## src/sv/ftt_pkg.sv

```systemverilog
// Package: shared types, constants and the hash step of the flow table tracker.
`timescale 1ns / 1ps
package ftt_pkg;

	localparam int SLOTS_DEF = 4096;
	// Widest slot index any legal table size needs.
	localparam int HOME_W = 16;
	localparam int STAMP_W = 48;
	localparam int MISC_W = 41;
	localparam int SLOT_OUT_W = 12;
	localparam int HASH_BYTES = 38;
	localparam logic [63:0] FNV_BASIS = 64'hcbf29ce484222325;
	localparam logic [STAMP_W-1:0] STAMP_MAX = {STAMP_W{1'b1}};

	localparam logic OP_NEW = 1'b0;
	localparam logic OP_DESTROY = 1'b1;
	localparam logic EV_START = 1'b0;
	localparam logic EV_END = 1'b1;

	typedef struct packed {
		logic        operation;
		logic        family;
		logic [7:0]  proto;
		logic [15:0] src_port;
		logic [15:0] dst_port;
		logic [63:0] src_addr_hi;
		logic [63:0] src_addr_lo;
		logic [63:0] dst_addr_hi;
		logic [63:0] dst_addr_lo;
		logic [31:0] flow_mark_in;
		logic [63:0] orig_bytes_in;
		logic [63:0] reply_bytes_in;
	} item_t;

	typedef struct packed {
		logic                  event_kind;
		logic [SLOT_OUT_W-1:0] slot;
		logic [7:0]            proto_out;
		logic                  family_out;
		logic [31:0]           flow_mark_out;
		logic [63:0]           orig_bytes_out;
		logic [63:0]           reply_bytes_out;
	} result_t;

	typedef struct packed {
		logic [STAMP_W-1:0] stamp;
		logic [63:0]        src_hi;
		logic [63:0]        src_lo;
		logic [63:0]        dst_hi;
		logic [63:0]        dst_lo;
		logic [MISC_W-1:0]  misc;
		logic [31:0]        mark;
		logic [63:0]        orig_bytes;
		logic [63:0]        reply_bytes;
	} entry_t;

	typedef struct packed {
		item_t             item;
		logic [HOME_W-1:0] home;
	} job_t;

	typedef struct packed {
		logic clearing;
	} status_t;

	// One FNV-1a step: xor in the byte, then multiply by the 64-bit prime
	// 2^40 + 0x1b3, written as shifts and adds.
	function automatic logic [63:0] fnv_step(input logic [63:0] h, input logic [7:0] b);
		logic [63:0] x;
		x = h ^ {56'd0, b};
		return x + (x << 1) + (x << 4) + (x << 5) + (x << 7) + (x << 8) + (x << 40);
	endfunction

endpackage

```

## src/sv/ftt_queue.sv

```systemverilog
// Two-entry queue of hashed jobs between the front and back ends.
`timescale 1ns / 1ps
module ftt_queue import ftt_pkg::*; (
	input  logic clk,
	input  logic arst_n,
	input  logic push,
	input  job_t push_data,
	output logic full,
	input  logic pop,
	output logic not_empty,
	output job_t head
);
	job_t ent_q [2];
	logic wr_q;
	logic rd_q;
	logic [1:0] count_q;

	assign full = count_q[1];
	assign not_empty = (count_q != 2'd0);
	assign head = ent_q[rd_q];

	always_ff @(posedge clk or negedge arst_n) begin
		if (!arst_n) begin
			wr_q <= 1'b0;
			rd_q <= 1'b0;
			count_q <= '0;
		end else begin
			if (push) begin
				wr_q <= !wr_q;
			end
			if (pop) begin
				rd_q <= !rd_q;
			end
			if (push && !pop) begin
				count_q <= count_q + 2'd1;
			end else if (pop && !push) begin
				count_q <= count_q - 2'd1;
			end
		end
	end

	always_ff @(posedge clk) begin
		if (push) begin
			ent_q[wr_q] <= push_data;
		end
	end
endmodule

```

## config.mk

```make
export PLATFORM = sky130hd
export DESIGN_NAME = ftt_queue
export DESIGN_NICKNAME = d
export VERILOG_FILES = /design/src/sv/ftt_pkg.sv /design/src/sv/ftt_queue.sv
export SDC_FILE = /design/constraint.sdc
export NUM_CORES = 1
export LEC_CHECK = 0
export BUFFER_PORTS_ARGS = -buffer_cell sky130_fd_sc_hd__buf_2
export CAP_MARGIN = 40
export CORE_AREA = 2 2 366 368
export CTS_CLUSTER_SIZE = 16
export DETAILED_ROUTE_END_ITERATION = 8
export DIE_AREA = 0 0 368 370
export SKIP_CTS_REPAIR_TIMING = 1
export SYNTH_ARGS = -nofsm -noshare
export SYNTH_HDL_FRONTEND = slang
export SYNTH_SLANG_ARGS = --single-unit
```

## constraint.sdc

```tcl
create_clock -name clk -period 30.4 [get_ports clk]
set_input_delay 4.56 -clock clk [delete_from_list [all_inputs] [get_ports clk]]
set_output_delay 4.56 -clock clk [all_outputs]
set_load 0.01 [all_outputs]
```

==> run_results.csv <==
group,metric,value,unit
clock_tree,numCtsBuffers,106,
timing,worst_slack,21.28,ns
yosys,async_reset_ff_share,0.4202,%
critical_path,max_stage_delay,0.90,ns
route,vias,18290,
yosys,yosys_warnings,0,
yosys,synthCells,1490,
route,dr_wl_met3,11.19,mm
global_routing,grt_pass1_wl,135.0,mm
critical_path,cp_common_cell,"buf_4",
timing,drv_slew,0,
timing,holdWs,0.4942,ns
clock_tree,clkTransAtPathRegs,0.05,ns
critical_path,cp.required,25.84,ns
global_routing,grt_max_degree,142,
global_routing,gr-total-overflow,0,
clock_tree,cts-htree-levels,3,
floorplan,dieArea,136200,um^2
critical_path,critPathArrivalTime,4.56,ns
pwr,p_sw,1346,uW
clock_tree,clock_latency,0.71,ns
finish,nFillCells,12590,
critical_path,startpoint_type,"flip-flop",
route,drt_wl_total,98.29,mm
route,drtIter0Drc,1153,
run_status,status,"finished clean",
finish,fin_nets,3012,
critical_path,crit_path_max_fanout,44,
timing,fin_crit_sh,30.02,%
timing,max_freq,109.6,MHz
timing,max_slew_margin,37.32,%
yosys,synthTopCellsByCount,"948 x edfxtp_1, 450 x mux2_4, 27 x buf_8, 24 x mux2_2, 22 x buf_6",
timing,hold_violations,0,
timing,setup_tns,0,ns
floorplan,io_pins,954,
finish,final_layout_size_suffix_gt1_share,61.64,%
yosys,yosysSeqAreaShare,78.53,%
timing,rsz0062_at_grt,"false",
critical_path,crit_path_top_delay_cell,"dfrtp_4",
yosys,synthFlopType,"edfxtp_1",
global_routing,antenna_found_initial,90,
floorplan,fp-row-count,134,
route,wl_met1,36.38,mm
timing,worst_pin_slew,0.9402,ns
route,drtAntennaViolNets,0,
timing,clock_skew,0.02711,ns
route,vias_per_cell,4.135,
clock_tree,cts_tree,"yes",
global_routing,grt_use_total,13.86,%
pwr,clkPwrFrac,28.3,%
pwr,swShare,29.70,%
finish,area_growth,28.66,%
yosys,syn-mean-instance-area,24.42,um^2
clock_tree,cts_sinks,952,
route,dr.pass1.iters,4,
yosys,syn-num-nets,1969,
timing,final.min_clock_period,9.125,ns
route,wire_per_inst,22.22,um
pwr,internal_power,3187,uW
timing,setup_viol,0,
yosys,synth_largest_area_cell,"edfxtp_1",
yosys,synthTopCellsByArea,"edfxtp_1 78%, mux2_4 19%, buf_8 1.1%, mux2_2 0.74%, buf_6 0.68%",
floorplan,start_util,27.47,%
critical_path,crit_buf_inv,6,
job,maxCapViolations,0,
pwr,p_per_area,96.84,nW/um^2
route,dr_wl_met2,47.22,mm
yosys,synth.cell_area,36380,um^2
min_path,hp-class,"flip-flop to flip-flop",
clock_tree,clock_path_buffers,3,
yosys,synth.most_common_cell,"edfxtp_1",
route,top_layer,"met5",
placement,hpwl,71.94,mm
finish,post-route-util,35.34,%
yosys,ys_types,16,
floorplan,dieHeight,370,um
placement,place_congestion,0.8104,
critical_path,path_cells,"buf_4 -> buf_16 -> buf_4 -> buf_4 -> buf_16 -> mux2_4 -> buf_2",
floorplan,core_area,132500,um^2
critical_path,crit_family,"buffers and inverters",
global_routing,grt_pass1_vias,19010,
pwr,pwr-share-comb,31.7,%
floorplan,die_w,368,um
critical_path,critPathKind,"flip-flop to output pin",
yosys,synth_edf_count,948,
yosys,synth_top_area_share,78.25,%
critical_path,cp-end-kind,"output pin",
route,drc,0,
yosys,synth_seq_cells,952,
pwr,seqPwrFrac,39.9,%
pwr,p_leak,0.01849,uW
clock_tree,cts_root_buf,"clkbuf_16",
placement,portBuffers,953,
pwr,peakVddDrop,0.07088,mV
placement,dp_slack,21.91,ns
## worst reg2reg max path, delay by kind of cell (launching register included)
kind	cells	cell delay [ns]
buffers and inverters	4	2.12
flip-flops	1	0.43
AND/OR/NAND/NOR	1	0.13
## stage by stage
stage,cells,cell area [um^2],total power (uW)
after floorplan,1490,36380,2980
after global placement,4180,42860,3270
after detailed placement,4193,43190,3302
after CTS,4393,46730,4610
after global routing,4411,46770,4739
final,4423,46800,4533
## area by class of cell
cell class                 instances  area, um^2  area share [%]
tap                             1768        2212           4.726
inverter                           1       3.754        0.008020
antenna                           30       75.07          0.1604
clock inverter                    66       719.4           1.537
timing repair buffer             988        5288           11.30
clock buffer                     134        2820           6.025
sequential                       952       28570           61.04
multi-input combinational        484        7116           15.20
## metal layers
layer	vias to the layer above	track usage, %
met5	-	0
met4	26	5.675
met3	228	6.636
met2	853	22.53
met1	9074	15.61
li1	8107	-
## layout by cell type (no fill, tap or decap), drive strengths merged
| master | instances |
|---|---|
| clkbuf | 134 |
| dfrtp | 4 |
| mux2 | 474 |
| clkinv | 40 |
| edfxtp | 948 |
| clkinvlp | 8 |
| and2 | 1 |
| ha | 1 |
| or2 | 1 |
| bufinv | 11 |
| buf | 988 |
| nor2 | 1 |
| nor2b | 1 |
| xor2 | 4 |
| diode | 30 |
| inv | 8 |
| xnor2 | 1 |
## power by group through the flow
stage               Combinational (uW)  Sequential, uW  Clock (uW)
finish                            1440            1810        1280
global route                      1530            1830        1370
CTS                               1470            1810        1330
detailed placement                1460            1840           0
global placement                  1430            1840           0
floorplan                          978            2000           0
## registers in the layout, summed over array words and instances, names as in the netlist
name	count
ent_q	948
count_q	2
rd_q	1
wr_q	1
## final timing paths
path / start / end / slack (ns) / cells past startpoint
max: rd_q$_DFFE_PN0P_ / head[408] / 21.28 / 7
min: count_q[1]$_DFFE_PN0P_ / count_q[1]$_DFFE_PN0P_ / 0.49 / 1
max reg2reg: wr_q$_DFFE_PN0P_ / ent_q[0][252]$_DFFE_PP_ / 27.31 / 5
min reg2reg: count_q[1]$_DFFE_PN0P_ / count_q[1]$_DFFE_PN0P_ / 0.49 / 1
max in group asynchronous: arst_n / rd_q$_DFFE_PN0P_ / 26.60 / 1
min in group asynchronous: arst_n / rd_q$_DFFE_PN0P_ / 3.67 / 1
## logic make-up after synthesis
group,Yosys count,synth area share (%)
flops,952,78.53
fa+ha+maj,1,0.03439
xor+xnor,5,0.1204
simple gates,4,0.06193
buf+inv,54,1.943
mux,474,19.31
No activity file was read; power rests on OpenSTA's default activity.
