`src/sv/ftt_pkg.sv`:
```
// Package: shared types, constants and the hash step of the flow table tracker.
`timescale 1ns / 1ps
package ftt_pkg;

	localparam int SLOTS_DEF = 4096;
	// Widest slot index any legal table size needs.
	localparam int HOME_W = 16;
	localparam int STAMP_W = 48;
	localparam int MISC_W = 41;
	localparam int SLOT_OUT_W = 12;
	localparam int HASH_BYTES = 38;
	localparam logic [63:0] FNV_BASIS = 64'hcbf29ce484222325;
	localparam logic [STAMP_W-1:0] STAMP_MAX = {STAMP_W{1'b1}};

	localparam logic OP_NEW = 1'b0;
	localparam logic OP_DESTROY = 1'b1;
	localparam logic EV_START = 1'b0;
	localparam logic EV_END = 1'b1;

	typedef struct packed {
		logic        operation;
		logic        family;
		logic [7:0]  proto;
		logic [15:0] src_port;
		logic [15:0] dst_port;
		logic [63:0] src_addr_hi;
		logic [63:0] src_addr_lo;
		logic [63:0] dst_addr_hi;
		logic [63:0] dst_addr_lo;
		logic [31:0] flow_mark_in;
		logic [63:0] orig_bytes_in;
		logic [63:0] reply_bytes_in;
	} item_t;

	typedef struct packed {
		logic                  event_kind;
		logic [SLOT_OUT_W-1:0] slot;
		logic [7:0]            proto_out;
		logic                  family_out;
		logic [31:0]           flow_mark_out;
		logic [63:0]           orig_bytes_out;
		logic [63:0]           reply_bytes_out;
	} result_t;

	typedef struct packed {
		logic [STAMP_W-1:0] stamp;
		logic [63:0]        src_hi;
		logic [63:0]        src_lo;
		logic [63:0]        dst_hi;
		logic [63:0]        dst_lo;
		logic [MISC_W-1:0]  misc;
		logic [31:0]        mark;
		logic [63:0]        orig_bytes;
		logic [63:0]        reply_bytes;
	} entry_t;

	typedef struct packed {
		item_t             item;
		logic [HOME_W-1:0] home;
	} job_t;

	typedef struct packed {
		logic clearing;
	} status_t;

	// One FNV-1a step: xor in the byte, then multiply by the 64-bit prime
	// 2^40 + 0x1b3, written as shifts and adds.
	function automatic logic [63:0] fnv_step(input logic [63:0] h, input logic [7:0] b);
		logic [63:0] x;
		x = h ^ {56'd0, b};
		return x + (x << 1) + (x << 4) + (x << 5) + (x << 7) + (x << 8) + (x << 40);
	endfunction

endpackage

```
`src/sv/ftt_front.sv`:
```
// Front end: accepts flow events, hashes the tuple and reduces it to a home slot.
`timescale 1ns / 1ps
module ftt_front import ftt_pkg::*; #(
	parameter int SLOTS = SLOTS_DEF
) (
	input  logic    clk,
	input  logic    arst_n,
	input  logic    item_valid,
	output logic    item_ready,
	input  item_t   item,
	input  status_t status,
	input  logic    q_full,
	output logic    q_push,
	output job_t    q_data
);
	localparam int SW = $clog2(SLOTS);
	localparam int V_W = SW + 8;
	localparam logic [23:0] RECIP = 24'((1 << 24) / SLOTS);
	localparam logic [16:0] SLOTS_C = 17'(SLOTS);
	localparam logic [1:0] F_IDLE = 2'd0;
	localparam logic [1:0] F_HASH = 2'd1;
	localparam logic [1:0] F_MOD = 2'd2;
	localparam logic [1:0] F_PUSH = 2'd3;

	logic [1:0] state_q;
	logic [6:0] cnt_q;
	logic [63:0] hash_q;
	logic [HASH_BYTES*8-1:0] bytes_q;
	logic [SW-1:0] rem_q;
	logic [7:0] quo_q;
	item_t item_q;
	logic [V_W-1:0] mod_v;
	logic [47:0] mod_prod;
	logic [24:0] mod_qs;
	logic [24:0] mod_diff;
	logic [SW:0] mod_rem;

	assign item_ready = (state_q == F_IDLE) && !status.clearing;
	assign q_push = (state_q == F_PUSH) && !q_full;
	assign q_data.item = item_q;
	assign q_data.home = HOME_W'(rem_q);

	// The hash is reduced a byte at a time, most significant first. The partial
	// value stays below 256 * SLOTS, so a reciprocal estimate of the quotient is
	// at most one short and one compare and subtract finishes the remainder.
	// For each byte the estimate comes first, then the correction.
	assign mod_v = {rem_q, hash_q[63:56]};
	assign mod_prod = 48'(mod_v) * 48'(RECIP);
	assign mod_qs = 25'(quo_q) * 25'(SLOTS_C);
	assign mod_diff = 25'(mod_v) - mod_qs;
	assign mod_rem = mod_diff[SW:0];

	always_ff @(posedge clk or negedge arst_n) begin
		if (!arst_n) begin
			state_q <= F_IDLE;
			cnt_q <= '0;
		end else begin
			case (state_q)
				F_IDLE: begin
					if (item_valid && item_ready) begin
						state_q <= F_HASH;
						cnt_q <= '0;
					end
				end
				F_HASH: begin
					if (cnt_q == 7'(HASH_BYTES - 1)) begin
						state_q <= F_MOD;
						cnt_q <= '0;
					end else begin
						cnt_q <= cnt_q + 7'd1;
					end
				end
				F_MOD: begin
					if (cnt_q == 7'd15) begin
						state_q <= F_PUSH;
					end
					cnt_q <= cnt_q + 7'd1;
				end
				F_PUSH: begin
					if (!q_full) begin
						state_q <= F_IDLE;
					end
				end
				default: state_q <= F_IDLE;
			endcase
		end
	end

	always_ff @(posedge clk) begin
		case (state_q)
			F_IDLE: begin
				item_q <= item;
				hash_q <= FNV_BASIS;
				rem_q <= '0;
				bytes_q <= {7'd0, item.family, item.proto, item.src_port, item.dst_port,
					item.src_addr_hi, item.src_addr_lo, item.dst_addr_hi, item.dst_addr_lo};
			end
			F_HASH: begin
				hash_q <= fnv_step(hash_q, bytes_q[HASH_BYTES*8-1 -: 8]);
				bytes_q <= bytes_q << 8;
			end
			F_MOD: begin
				if (!cnt_q[0]) begin
					quo_q <= mod_prod[31:24];
				end else begin
					hash_q <= hash_q << 8;
					if (mod_rem >= (SW+1)'(SLOTS)) begin
						rem_q <= SW'(mod_rem - (SW+1)'(SLOTS));
					end else begin
						rem_q <= mod_rem[SW-1:0];
					end
				end
			end
			default: begin
			end
		endcase
	end
endmodule

```
`config.mk`:
```
export PLATFORM = sky130hd
export DESIGN_NAME = ftt_front
export DESIGN_NICKNAME = d
export VERILOG_FILES = /design/src/sv/ftt_pkg.sv /design/src/sv/ftt_front.sv
export SDC_FILE = /design/constraint.sdc
export NUM_CORES = 2
export LEC_CHECK = 0
export BUFFER_PORTS_ARGS = -buffer_cell sky130_fd_sc_hd__clkbuf_2
export CORE_AREA = 2 2 367 369
export CTS_CLUSTER_DIAMETER = 80
export DETAILED_ROUTE_END_ITERATION = 16
export DIE_AREA = 0 0 369 371
export HOLD_SLACK_MARGIN = 0.06
export MAX_ROUTING_LAYER = met4
export PLACE_DENSITY = 0.55
export RECOVER_POWER = 50
export SLEW_MARGIN = 20
export SYNTH_ARGS = -nofsm -noshare
export SYNTH_HDL_FRONTEND = slang
export SYNTH_SLANG_ARGS = --single-unit
export TNS_END_PERCENT = 30
```
`constraint.sdc`:
```
create_clock -name clk -period 40.3 [get_ports clk]
set_input_delay 2.015 -clock clk [delete_from_list [all_inputs] [get_ports clk]]
set_output_delay 2.015 -clock clk [all_outputs]
set_load 0.02 [all_outputs]
```
==> flow_summary.yaml <==
status:
  outcome: "finished, violations left"
  violations: "capacitance limit, slew limit"
timing:
  finalSetupViolCount: 0
  maxSlewViolCount: 682
  fin_ws_ns: 29.51
  finalCritPeriodShare_pct: 26.76
  relSlewSlack_pct: -536.1
  skew_ns: 0.07047
  tns_ns: 0
  hold_viol: 0
  fin_crit_ns: 10.79
  fmax_mhz: 92.71
  worst_pin_slew_ns: 9.541
  rsz0062_at_grt: "no"
logic_synthesis:
  synth_top_area_share_pct: 61.93
  netlist_area_um2: 40630
  ys_ff_latch: 847
  synth_common_cells: "edfxtp_1, inv_1, mux2_2"
  yosysMostFrequentCell: "edfxtp_1"
  synth-edff-count: 838
  synthCells: 2589
  synth_warnings: 0
  synth_flop_cell: "edfxtp_1"
  synth-seq-area-share_pct: 62.48
  synth.area.top_cells: "edfxtp_1, fa_1, mux2_2"
  synth_area_per_cell_um2: 15.69
  synth_area_leader_cell: "edfxtp_1"
  ys_async_sr_fraction_pct: 1.063
  netlist-cell-type-count: 64
final_layout:
  syn_to_final_growth_pct: 23.43
  num-nets-final: 4390
  drive_gt1_share_pct: 25.82
  n_fill_cell: 13020
critical_path:
  arrival_ns: 10.83
  cp-start-kind: "flip-flop"
  r2r_slack_ns: 29.51
  worstSetupEndpointType: "flip-flop"
  path_max_fanout: 154
  crit_required_ns: 40.34
  crit_type: "flip-flop to flip-flop"
  worst-r2r-cell-count: 4
  r2r_end: "q_data[399]"
  r2r-start: "state_q[1]"
worst_hold_path:
  holdPathStages: 1
  hp-start: "bytes_q[15]"
  hp-class: "flip-flop to flip-flop"
  hold_end: "bytes_q[23]"
floorplanning:
  rows: 134
  initial_utilization_pct: 30.60
  die_w_um: 369
  core_area_um2: 132800
  die-area_um2: 136900
  chipHeight_um: 371
  io_pins: 939
run:
  drv_cap: 11
cts:
  cts_sinks: 847
  post_cts_resized: 0
  htree_num_levels: 3
  cts_hold_buf: 0
  clock_latency_ns: 0.72
  postCtsSetupRepairBufs: 0
  cts_made_buffers: 96
  clockBufferDepth: 3
  cts-root-buf: "clkbuf_16"
  cts_tree: "done"
  clk_pin_slew_ns: 0.06
power_and_ir_drop:
  ir_drop_uv: 34.43
  leakage_nw: 18.99
  p_per_area_nw_per_um2: 37.63
place:
  place_ws_ns: 33.83
  dp_hpwl_um: 135200
  port-buffer-count: 934
  gp_congestion: 0.9512
global_route:
  grt_max_degree: 155
  grt_pass1_vias: 25870
  top_usage_layer: "met2"
  use_met2_pct: 37.68
  grt-ovfl-total: 0
  grt_use_total_pct: 24.39
  grt_pass1_wl_um: 218500
  use_met3_pct: 9.684
  use_met1_pct: 28.63
  antenna_found_initial: 91
route:
  routed_wl_um: 164900
  ant_nets: 0
  via_per_inst: 4.680
  dr.pass1.iters: 5
  drc: 0
  wl_per_cell_um: 30.06
  drt_iter0_markers: 2113
  vias: 25670
-- worst max-delay path, cell delays in order (launching register included) --
cell      delay, ns
dfrtp_1        0.43
inv_1          0.11
ha_1           1.69
clkbuf_1       0.97
clkbuf_1       6.38
-- kinds of logic after synthesis --
family	after synthesis	share of synthesized area, %
AOI/OAI and AO/OA	275	4.607
xor gates and xnor gates	75	1.617
DFF	847	62.48
other	1	0.009229
adders and majority gates	362	15.67
muxes	291	8.061
and+or+nand+nor	260	3.098
buffers and inverters	478	4.453
-- sequential cells by signal (all words and copies together) (netlist names) --
signal,cells
cnt_q,7
bytes_q,304
q_data,458
rem_q,12
hash_q,64
state_q,2
-- worst max-delay path by stage --
stage | start | end | depth (start not counted)
3_5_place_dp | hash_q[4] | hash_q[60] | 18
6_report | state_q[1] | q_data[399] | 4
5_1_grt | state_q[0] | q_data[458] | 4
4_1_cts | hash_q[4] | hash_q[60] | 18
3_3_place_gp | hash_q[4] | hash_q[60] | 18
2_1_floorplan | state_q[0] | bytes_q[0] | 3
-- layout by cell type (no fill, tap or decap), types with 7 or more instances in the layout --
cell type	count
edfxtp_1	838
clkbuf_2	507
clkbuf_1	455
inv_1	398
mux2_2	278
fa_1	245
ha_1	117
clkbuf_16	96
nand2_1	79
diode_2	77
nor2_1	61
a21oi_1	57
o21ai_0	55
xnor2_1	42
xor2_1	33
a21o_1	28
a221o_1	21
clkinv_1	20
nor2b_1	19
nand4_1	15
o21ai_1	15
a22oi_1	15
nor3_1	14
nand3_1	14
and2_1	14
and3_1	13
o21bai_1	12
mux2_1	12
clkinv_2	12
a211oi_1	10
o21a_1	9
dfrtp_1	9
a31oi_1	8
buf_4	8
o31ai_1	7
nand2b_1	7
and2_0	7
clkinvlp_4	7
bufinv_16	7
-- cell type report --
cell class	count	area (um2)	share of cell area (%)
Tap cell	1768	2212	4.411
Multi-Input combinational cell	1267	13460	26.83
Antenna cell	77	192.7	0.3842
Timing Repair Buffer	953	4289	8.552
Clock inverter	56	620.6	1.237
Sequential cell	847	25390	50.62
Inverter	400	1501	2.994
Clock buffer	117	2491	4.967
-- metrics by stage --
| step | hold WS [ns] | total power, mW | util [%] | instance area [um2] | instances |
|---|---|---|---|---|---|
| global placement | 0.4908 | 1.037 | 35.72 | 47440 | 5234 |
| floorplan | 0.4599 | 0.9983 | - | 40650 | 2592 |
| finish | 0.5066 | 1.887 | 37.77 | 50150 | 5485 |
| CTS | 0.4989 | 1.909 | 38.07 | 50550 | 5407 |
| global route | 0.5212 | 1.937 | 37.75 | 50130 | 5474 |
| detailed placement | 0.4929 | 1.038 | 35.72 | 47440 | 5234 |
-- metal layers --
| metal | vias to the layer above | share of wire [%] |
|---|---|---|
| li1 | 11280 | - |
| met1 | 13110 | 38 |
| met2 | 1058 | 47 |
| met3 | 214 | 11 |
| met4 | 0 | 4.3 |
| met5 | - | 0 |
-- report_power, final --
group / switching, mW / internal, mW
Clock: 0.383 / 0.489
Sequential: 0 / 0.966
Combinational: 0.0273 / 0.0219
Total: 0.410 / 1.48
Power figures use the tool's default switching activity.
